File: src/assert_macros.svh
// Concurrent assertion helpers, clocked on the rising edge, off during reset.
`ifndef ASSERT_MACROS_SVH
`define ASSERT_MACROS_SVH

// Same-cycle implication
`define ASSERT_IMPL(lbl, clk, rstn, ante, cons, msg) \
  lbl: assert property (@(posedge clk) disable iff (!rstn) (ante) |-> (cons)) else $error(msg);

// Next-cycle implication
`define ASSERT_NEXT(lbl, clk, rstn, ante, cons, msg) \
  lbl: assert property (@(posedge clk) disable iff (!rstn) (ante) |=> (cons)) else $error(msg);

`endif

File: src/bbm_pkg.sv
package bbm_pkg;

  localparam int MAX_COLS   = 1024;
  localparam int MAX_ROWS   = 1024;
  localparam int MAX_WIN    = 16;
  localparam int STORE_ROWS = MAX_WIN - 1;

  localparam int COL_W   = $clog2(MAX_COLS);
  localparam int ROW_W   = $clog2(MAX_ROWS);
  localparam int SLOT_W  = $clog2(STORE_ROWS);
  localparam int LS_AW   = SLOT_W + COL_W;
  localparam int CFG_W   = 11;
  localparam int WIN_W   = 5;
  localparam int PIX_W   = 8;
  localparam int NCH     = 3;
  localparam int CSUM_W  = 12;
  localparam int WSUM_W  = 16;
  localparam int AREA_W  = 9;
  localparam int REM_W   = AREA_W + 1;
  localparam int DCNT_W  = 5;
  localparam int CFG_IDX_W = 2;

  // Register indexes
  localparam logic [CFG_IDX_W-1:0] CFG_IMAGE_COLS = 2'd0;
  localparam logic [CFG_IDX_W-1:0] CFG_IMAGE_ROWS = 2'd1;
  localparam logic [CFG_IDX_W-1:0] CFG_WIN_ROWS   = 2'd2;
  localparam logic [CFG_IDX_W-1:0] CFG_WIN_COLS   = 2'd3;

  typedef enum logic [2:0] {
    S_IDLE,
    S_COL,
    S_WRITE,
    S_WIN,
    S_DIV,
    S_OUT
  } ctrl_state_e;

  typedef struct packed {
    logic start;
    logic col_step;
    logic wr_en;
    logic win_step;
    logic div_start;
    logic load;
    logic advance;
  } cmd_t;

  typedef struct packed {
    logic col_done;
    logic emit;
    logic win_done;
    logic div_done;
    logic out_free;
  } sts_t;

endpackage

File: src/bbm_ctrl.sv
`include "assert_macros.svh"

module bbm_ctrl (
  input  logic                  clk_i,
  input  logic                  rst_ni,
  input  logic                  in_valid_i,
  output logic                  in_ready_o,
  input  bbm_pkg::sts_t         sts_i,
  output bbm_pkg::cmd_t         cmd_o
);

  bbm_pkg::ctrl_state_e state_q, state_d;

  // Next state
  always_comb begin
    state_d = state_q;
    unique case (state_q)
      bbm_pkg::S_IDLE:  if (in_valid_i) state_d = bbm_pkg::S_COL;
      bbm_pkg::S_COL:   if (sts_i.col_done) state_d = bbm_pkg::S_WRITE;
      bbm_pkg::S_WRITE: state_d = sts_i.emit ? bbm_pkg::S_WIN : bbm_pkg::S_IDLE;
      bbm_pkg::S_WIN:   if (sts_i.win_done) state_d = bbm_pkg::S_DIV;
      bbm_pkg::S_DIV:   if (sts_i.div_done) state_d = bbm_pkg::S_OUT;
      bbm_pkg::S_OUT:   if (sts_i.out_free) state_d = bbm_pkg::S_IDLE;
      default:          state_d = bbm_pkg::S_IDLE;
    endcase
  end

  // Commands
  always_comb begin
    cmd_o           = '0;
    in_ready_o      = 1'b0;
    unique case (state_q)
      bbm_pkg::S_IDLE: begin
        in_ready_o  = 1'b1;
        cmd_o.start = in_valid_i;
      end
      bbm_pkg::S_COL:   cmd_o.col_step = 1'b1;
      bbm_pkg::S_WRITE: begin
        cmd_o.wr_en   = 1'b1;
        cmd_o.advance = !sts_i.emit;
      end
      bbm_pkg::S_WIN: begin
        cmd_o.win_step  = 1'b1;
        cmd_o.div_start = sts_i.win_done;
      end
      bbm_pkg::S_DIV: ;
      bbm_pkg::S_OUT: begin
        cmd_o.load    = sts_i.out_free;
        cmd_o.advance = sts_i.out_free;
      end
      default: ;
    endcase
  end

  always_ff @(posedge clk_i or negedge rst_ni) begin
    if (!rst_ni) begin
      state_q <= bbm_pkg::S_IDLE;
    end else begin
      state_q <= state_d;
    end
  end

  `ASSERT_NEXT(a_accept_to_col, clk_i, rst_ni, in_valid_i && in_ready_o, state_q == bbm_pkg::S_COL, "transfer did not start column pass")
  `ASSERT_NEXT(a_div_to_out, clk_i, rst_ni, state_q == bbm_pkg::S_DIV && sts_i.div_done, state_q == bbm_pkg::S_OUT, "divide done not followed by output")
  `ASSERT_NEXT(a_advance_idle, clk_i, rst_ni, cmd_o.advance, state_q == bbm_pkg::S_IDLE, "advance not followed by idle")

endmodule

File: config.mk
export PLATFORM = sky130hd
export DESIGN_NAME = bbm_ctrl
export DESIGN_NICKNAME = d
export VERILOG_FILES = /design/src/bbm_pkg.sv /design/src/bbm_ctrl.sv
export VERILOG_INCLUDE_DIRS = /design/src /design/src/src
export SDC_FILE = /design/constraint.sdc
export NUM_CORES = 1
export LEC_CHECK = 0
export BUFFER_PORTS_ARGS = -buffer_cell sky130_fd_sc_hd__buf_2
export CAP_MARGIN = 20
export CORE_AREA = 5 5 42 44
export CTS_BUF_LIST = sky130_fd_sc_hd__clkbuf_4 sky130_fd_sc_hd__clkbuf_8
export DETAILED_ROUTE_END_ITERATION = 7
export DIE_AREA = 0 0 47 49
export MAX_ROUTING_LAYER = met4
export PLACE_DENSITY = 0.51
export SLEW_MARGIN = 30
export SYNTH_ARGS = -nofsm -noshare
export SYNTH_HDL_FRONTEND = slang
export SYNTH_SLANG_ARGS = --single-unit
File: constraint.sdc
create_clock -name clk_i -period 1.4 [get_ports clk_i]
set_input_delay 0.28 -clock clk_i [delete_from_list [all_inputs] [get_ports clk_i]]
set_output_delay 0.28 -clock clk_i [all_outputs]
set_load 0.02 [all_outputs]
-- Word level (Yosys, flattened, before mapping)
Index checks and enable logic that the tools add are counted.
- equal/unequal tests: 10
- muxes and demuxes: 14
- reductions and logical operators: 3
- operator list (kind ; number):
    $pmux W3 S6 ; 1
    $mux W3 ; 5
    $ne A2 B2 Y1 const B ; 5
    $eq A3 B2 Y1 const B ; 2
    $eq A3 B3 Y1 const B ; 2
    $mux W1 ; 5
    $reduce_and A5 Y1 ; 1
    $mux W2 ; 2
    $eq A3 B1 Y1 const B ; 1
    $logic_not A3 Y1 ; 1
    $pmux W1 S2 ; 1
    $logic_not A1 Y1 ; 1
- bits in registers: 3
- input bits: 8
- output and inout bits: 8
- logic and storage cells: 28

-- Logic depth before layout (Yosys ltp)
Gate-level depths: netlist (run 1).
- depth after elaboration: 3
- gate-level depth with buffers: 4
- depth with buffers taken out: 3

-- Worst setup path after synthesis (run 1)
Ideal clock, no wire load.
- path kind: reg-to-output
- start: reg state_q[0]
- end: out cmd_o[6] in the netlist's numbering
- arrival time: 1.362 ns
- slack: -0.242 ns
- stages on the path, launching flop included: 4
- cells stage by stage: dfrtp_1 > clkbuf_1 > nor3_1 > and2_1
- RTL lines (element ; RTL line ; source):
    start: declaration ; bbm_ctrl.sv:12 ; bbm_pkg::ctrl_state_e state_q, state_d;
    start signal: assignment ; bbm_ctrl.sv:57 ; state_q <= bbm_pkg::S_IDLE;
    start signal: assignment ; bbm_ctrl.sv:59 ; state_q <= state_d;
    end: declaration ; bbm_ctrl.sv:9 ; output bbm_pkg::cmd_t cmd_o

==> results.json, run 1 <==
{
  "multi_input_area_um2": 198,
  "slowest_stage": "dfrtp_2",
  "layout_commonest_cell": "buf_4",
  "drive_gt1_share_pct": 73.3,
  "status": "finished, violations left",
  "power.density_mw_per_mm2": 2390,
  "ant_nets": 0,
  "top_register": "state_q",
  "rsz0062_at_grt": "true",
  "clk_latency_ns": 0.23,
  "path_clk_slew_ns": 0.04,
  "vias": 317,
  "required_ns": 1.12,
  "globalplace.congestion": 0.742,
  "yosysTopAreaCellShare_pct": 30.9,
  "synth.avg_cell_area_um2": 8.37,
  "rows": 14,
  "crit_buf_inv": 2,
  "layout_common_cells": "11 x buf_4, 9 x buf_2, 7 x buf_6",
  "seqCellArea_um2": 78.8,
  "fmax_mhz": 662,
  "max_cap_viol_count": 0,
  "via_per_inst": 4.17,
  "diodes": 0,
  "finish.utilization_pct": 40.7,
  "synth_seq_cells": 3,
  "p_clk_share_pct": 12.2,
  "seqPwrFrac_pct": 14.4,
  "grt_max_degree": 6,
  "crit_type": "flip-flop to primary output",
  "postPlaceCellArea_um2": 389,
  "slew_violations": 0,
  "io_pins": 16,
  "grt-ovfl-total": 0,
  "cts_buffer_depth": 2,
  "grt_pass1_vias": 338,
  "start_kind": "flip-flop",
  "min_period_over_period_pct": 108,
  "cts_buffers": 3,
  "track_usage_pct": 7.88,
  "synth_warnings": 0,
  "worstMarginPinSlew_ns": 0.165,
  "antenna_found_initial": 0,
  "cp_top_family": "flip-flops",
  "drc": 0,
  "internal_power_mw": 0.845,
  "post-place-ws_ns": 0.0329,
  "synth_area_leaders": "dfrtp_1 31%, and2_1 7.7%, a21o_1 6.2%",
  "syn_inst": 29,
  "hold_viol_final": 0,
  "coreArea_mm2": 0.00140,
  "root_buffer": "clkbuf_4",
  "end_kind": "primary output",
  "report.final.setup_viol": 7,
  "largest_reg_flops": 3,
  "die_y_um": 49,
  "skew_ns": 0.0000470,
  "path_max_fanout": 3,
  "max_stage_delay_ns": 0.42,
  "violations": "negative setup slack",
  "first_pass_iters": 2,
  "cts.sink_count": 3,
  "p_sw_mw": 0.519,
  "nNetsFinal": 69,
  "max_slew_margin_pct": 88.9,
  "swShare_pct": 38.1,
  "path_cells": "buf_4 -> and3_4 -> a21o_1 -> buf_6",
  "worst_slack_ns": -0.111,
  "dieWidth_um": 47,
  "synth.yosys.seq_area_share_pct": 30.9,
  "syn2layout_area_growth_pct": 135,
  "hp-class": "input pin to flip-flop",
  "dp_hpwl_um": 595,
  "leakage_nw": 0.299,
  "wirelength_um": 780,
  "period_needed_ns": 1.51,
  "cts_tree": "done",
  "start_util_pct": 17.3,
  "synth.cell_area_um2": 243,
  "share_comb_of_total_power_pct": 73.4,
  "ir_drop_mv": 0.849,
  "drt_iter0_drc": 2,
  "die-area_mm2": 0.00230,
  "largestRegisters": "state_q x3",
  "cp.arrival_ns": 1.23,
  "htreeDepth": 1,
  "yosysTopAreaCell": "dfrtp_1",
  "final_cell_area_um2": 571,
  "syn_nets": 37,
  "fillers": 156,
  "synth_cell_type_count": 20,
  "grt_pass1_wl_um": 1260,
  "setup_tns_ns": -0.359,
  "io_buffer_count": 15,
  "routedWlPerCell_um": 10.3
}
[final timing paths]
kind,from,end,slack [ns],cells after the start
min in group asynchronous,rst_ni,state_q[2]$_DFFE_PN0P_,0.38,2
setup reg to reg,state_q[1]$_DFFE_PN0P_,state_q[0]$_DFFE_PN0P_,0.07,5
max in group asynchronous,rst_ni,state_q[0]$_DFFE_PN0P_,0.91,2
setup / recovery,state_q[0]$_DFFE_PN0P_,cmd_o[0],-0.11,4
hold / removal,sts_i[4],state_q[1]$_DFFE_PN0P_,0.35,3
hold reg to reg,state_q[2]$_DFFE_PN0P_,state_q[1]$_DFFE_PN0P_,0.61,2
[power by group through the flow]
stage	Clock, mW	Sequential (mW)	Combinational, mW
2_1_floorplan	0	0.173	0.431
3_3_place_gp	0	0.194	0.642
3_5_place_dp	0	0.199	0.643
4_1_cts	0.173	0.197	0.932
5_1_grt	0.195	0.202	1.08
6_report	0.167	0.196	1.00
[timing repair]
action / CTS / global route
pin swaps: 7 / 4
hold buffers: 1 / 0
setup buffers: 7 / 2
resized for setup: 19 / 3
endpoints found under the setup margin: 7 / 8
endpoints found under the hold margin: 3 / 0
[logic make-up after synthesis]
group	Yosys count	synth area share, %
AND/OR/NAND/NOR	14	35.1
AO/OA/AOI/OAI	7	20.6
multiplexers	1	4.12
buffers and inverters	4	9.28
flip-flops	3	30.9
[final cells by class]
class                      count  share of cell area (%)
sequential                     3                    13.8
clock buffer                   4                    5.26
inverter                       2                    1.32
timing repair buffer          29                    41.4
multi-input combinational     22                    34.6
tap                           16                    3.51
[metrics by stage]
stage / cells / hold WS (ns) / total power, mW
final: 76 / 0.349 / 1.36
after floorplan: 29 / -0.0156 / 0.604
after CTS: 74 / 0.352 / 1.30
after detailed placement: 62 / 0.0763 / 0.842
after global routing: 76 / 0.364 / 1.47
after global placement: 62 / 0.0765 / 0.837
[metal layers]
metal / global-route usage (%) / vias up / routed length (um)
met2: 11.3 / 8 / 410
met4: 6.91 / 0 / 0
li1: - / 164 / -
met5: - / - / 0
met3: 1.48 / 0 / 42
met1: 8.81 / 145 / 327
[cell usage after synthesis (all sizes together)]
master / instances
nor3b: 1
dfrtp: 3
and3: 1
and3b: 1
nand3: 1
nor3: 2
inv: 2
a21oi: 2
a32oi: 1
nand2: 2
and2: 3
mux2i: 1
or2: 1
a211o: 1
nor2b: 1
a21o: 2
nand2b: 1
o211ai: 1
buf: 1
clkbuf: 1
[worst register-to-register path, stage by stage (launching register included)]
cell,delay [ns]
dfrtp_2,0.44
buf_6,0.14
buf_4,0.13
and2_1,0.13
a211o_1,0.24
a32oi_2,0.16
Note: power is estimated with default switching activity, not from simulation.
==> run 2: changes to the inputs <==
--- a/config.mk
+++ b/config.mk
@@ -6,6 +6,7 @@
 export SDC_FILE = /design/constraint.sdc
 export NUM_CORES = 1
 export LEC_CHECK = 0
+export ABC_AREA = 1
 export BUFFER_PORTS_ARGS = -buffer_cell sky130_fd_sc_hd__buf_2
 export CAP_MARGIN = 20
 export CORE_AREA = 5 5 42 44
@@ -13,7 +14,7 @@
 export DETAILED_ROUTE_END_ITERATION = 7
 export DIE_AREA = 0 0 47 49
 export MAX_ROUTING_LAYER = met4
-export PLACE_DENSITY = 0.51
+export PLACE_DENSITY = 0.53
 export SLEW_MARGIN = 30
 export SYNTH_ARGS = -nofsm -noshare
 export SYNTH_HDL_FRONTEND = slang
==> results.json, run 2 <==
{
  "status": "finished, violations left",
  "violations": "negative setup slack",
  "rows": 14,
  "holdCritStartpoint": "sts_i[2]",
  "synth_area_leaders": "dfrtp_1 28%, nor2_1 18%, nand2_1 17%",
  "cts.sink_count": 3,
  "fillers": 174,
  "fmax_mhz": 684,
  "path_clk_slew_ns": 0.04,
  "synth_ff_type": "dfrtp_1",
  "slowest_stage": "dfrtp_2",
  "rsz0062_at_grt": "true",
  "syn_inst": 49,
  "synth_edf_count": 0,
  "hold_viol_final": 0,
  "synth_xor_area_share_pct": 0,
  "synth.avg_cell_area_um2": 5.52,
  "cts_tree": "done",
  "synth_seq_cells": 3,
  "top_register": "state_q",
  "io_buffer_count": 15,
  "dieWidth_um": 47,
  "start_util_pct": 19.3,
  "synth_warnings": 0,
  "track_usage_pct": 8.90,
  "start_kind": "flip-flop",
  "min_period_over_period_pct": 104,
  "layout_common_cells": "11 x nand2_1, 11 x nor2_1, 8 x buf_4",
  "drive_gt1_share_pct": 47.2,
  "drt_iter0_drc": 6,
  "max_cap_viol_count": 0,
  "skew_ns": 0.00370,
  "first_pass_iters": 4,
  "synth_top_family_by_area": "simple AND/OR/NAND/NOR gates",
  "die_y_um": 49,
  "postPlaceCellArea_um2": 385,
  "grt-ovfl-total": 0,
  "report.final.setup_viol": 5,
  "synth_cell_type_count": 11,
  "largest_reg_flops": 3,
  "synth_compound_area_share_pct": 7.87,
  "yosysTopAreaCell": "dfrtp_1",
  "path_max_fanout": 6,
  "routedWlPerCell_um": 9.31,
  "path_cells": "nor3_4 -> inv_1 -> o22ai_2 -> buf_6",
  "root_buffer": "clkbuf_4",
  "cts_buffer_depth": 2,
  "largestRegisters": "state_q x3",
  "share_comb_of_total_power_pct": 63.4,
  "leakage_nw": 0.276,
  "final_cells": 88,
  "final_cell_area_um2": 493,
  "r2r_end": "state_q[1]$_DFFE_PN0P_",
  "synth_simple_gate_area_share_pct": 50.5,
  "holdPathStages": 4,
  "globalplace.congestion": 0.797,
  "max_slew_margin_pct": 84.6,
  "grt_pass1_wl_um": 1410,
  "syn2layout_area_growth_pct": 82.4,
  "wirelength_um": 819,
  "coreArea_mm2": 0.00140,
  "die-area_mm2": 0.00230,
  "grt_pass1_vias": 360,
  "cp.arrival_ns": 1.18,
  "synthAdderAreaFrac_pct": 0,
  "required_ns": 1.12,
  "timing.reg2reg.setup_slack_ns": 0.18,
  "p_sw_mw": 0.494,
  "power.density_mw_per_mm2": 2150,
  "hp-class": "input pin to flip-flop",
  "io_pins": 16,
  "synth_most_common_cell": "nor2_1",
  "ant_nets": 0,
  "setup_tns_ns": -0.180,
  "synth_top_cells_by_count": "13 x nor2_1, 12 x nand2_1, 10 x inv_1, 5 x nand3_1, 3 x dfrtp_1",
  "yosysTopAreaCellShare_pct": 27.8,
  "seqPwrFrac_pct": 20.3,
  "max_stage_delay_ns": 0.47,
  "htreeDepth": 1,
  "antenna_found_initial": 0,
  "dp_cells": 81,
  "internal_power_mw": 0.564,
  "rr_startpoint": "state_q[1]$_DFFE_PN0P_",
  "grt_max_degree": 7,
  "via_per_inst": 4.22,
  "drc": 0,
  "ir_drop_mv": 0.508,
  "period_needed_ns": 1.46,
  "r2r_cells": 6,
  "cts_buffers": 3,
  "worstHoldEndpoint": "state_q[1]$_DFFE_PN0P_",
  "crit_type": "flip-flop to primary output",
  "dp_hpwl_um": 648,
  "synthMuxAreaShare_pct": 0,
  "swShare_pct": 46.7,
  "async_flop_share_pct": 100,
  "worst_slack_ns": -0.0611,
  "diodes": 0,
  "clk_latency_ns": 0.23,
  "worstMarginPinSlew_ns": 0.230,
  "synth.cell_area_um2": 270,
  "slew_violations": 0,
  "synth.yosys.seq_area_share_pct": 27.8,
  "end_kind": "primary output",
  "syn_nets": 57,
  "vias": 371,
  "nNetsFinal": 81,
  "p_clk_share_pct": 16.3
}
## run 2: cell types whose count changed in the layout (fill, tap and decap cells not counted), moves of 3 or more
cell,before,now
nor2_1,0,11
nand2_1,2,11
inv_1,2,7
buf_6,7,3
buf_4,11,8
inv_2,0,3
nand3_1,1,4
## run 2: area by class of cell
type                       instances  area [um^2]  area share [%]
sequential                         3         78.8            16.0
clock buffer                       4         30.0            6.09
multi-input combinational         36          188            38.1
timing repair buffer              19          139            28.2
tap                               16         20.0            4.06
inverter                          10         37.5            7.61
## run 2: cells by family after synthesis
family                 Yosys count
AO/OA/AOI/OAI                    4
buffers and inverters           10
flip-flops                       3
AND/OR/NAND/NOR                 32
## run 2: routing by layer
layer | track usage, % | vias to the layer above | wire length (um)
met5 | - | - | 0
met2 | 13.6 | 10 | 432
met1 | 8.63 | 163 | 350
met3 | 3.32 | 0 | 36
li1 | - | 198 | -
met4 | 6.91 | 0 | 0
## run 2: repair_timing
action                                  in CTS  in global routing
resized for setup                           14                  8
endpoints found under the setup margin       7                  8
gates cloned                                 0                  0
hold buffers                                 1                  0
hold endpoints to repair                     3                  0
pin swaps                                    0                  2
setup buffers                                0                  2
## run 2: how the worst max path moves through the flow
stage	start	to	slack (ns)	cells after the start
after floorplan	state_q[2]$_DFFE_PN0P_	cmd_o[0]	0.06	3
after global placement	state_q[1]$_DFFE_PN0P_	cmd_o[0]	0.13	4
after detailed placement	state_q[1]$_DFFE_PN0P_	cmd_o[0]	0.12	4
after CTS	state_q[2]$_DFFE_PN0P_	cmd_o[0]	-0.08	4
after global routing	state_q[0]$_DFFE_PN0P_	cmd_o[0]	-0.15	4
final	state_q[0]$_DFFE_PN0P_	cmd_o[0]	-0.06	4
## run 2: power groups by stage
stage | Combinational (mW) | Clock [mW] | Sequential [mW]
6_report | 0.671 | 0.172 | 0.215
5_1_grt | 0.739 | 0.193 | 0.225
4_1_cts | 0.563 | 0.179 | 0.203
3_5_place_dp | 0.511 | 0 | 0.183
3_3_place_gp | 0.511 | 0 | 0.181
2_1_floorplan | 0.363 | 0 | 0.173
## run 2: stage by stage
step	util [%]	hold slack (ns)	total power, mW	worst slack [ns]
after floorplan	-	-0.0156	0.535	0.0614
after global placement	27.5	0.0768	0.692	0.131
after detailed placement	27.5	0.0782	0.694	0.119
after CTS	32.5	0.339	0.945	-0.0771
after global routing	35.2	0.376	1.16	-0.147
final	35.2	0.346	1.06	-0.0611
## run 2: critical path: cells and delay by family (launching register included)
family                 cells  cell delay (ns)
flip-flops                 1             0.47
AO/OA/AOI/OAI              1             0.10
AND/OR/NAND/NOR            1             0.18
buffers and inverters      2             0.20
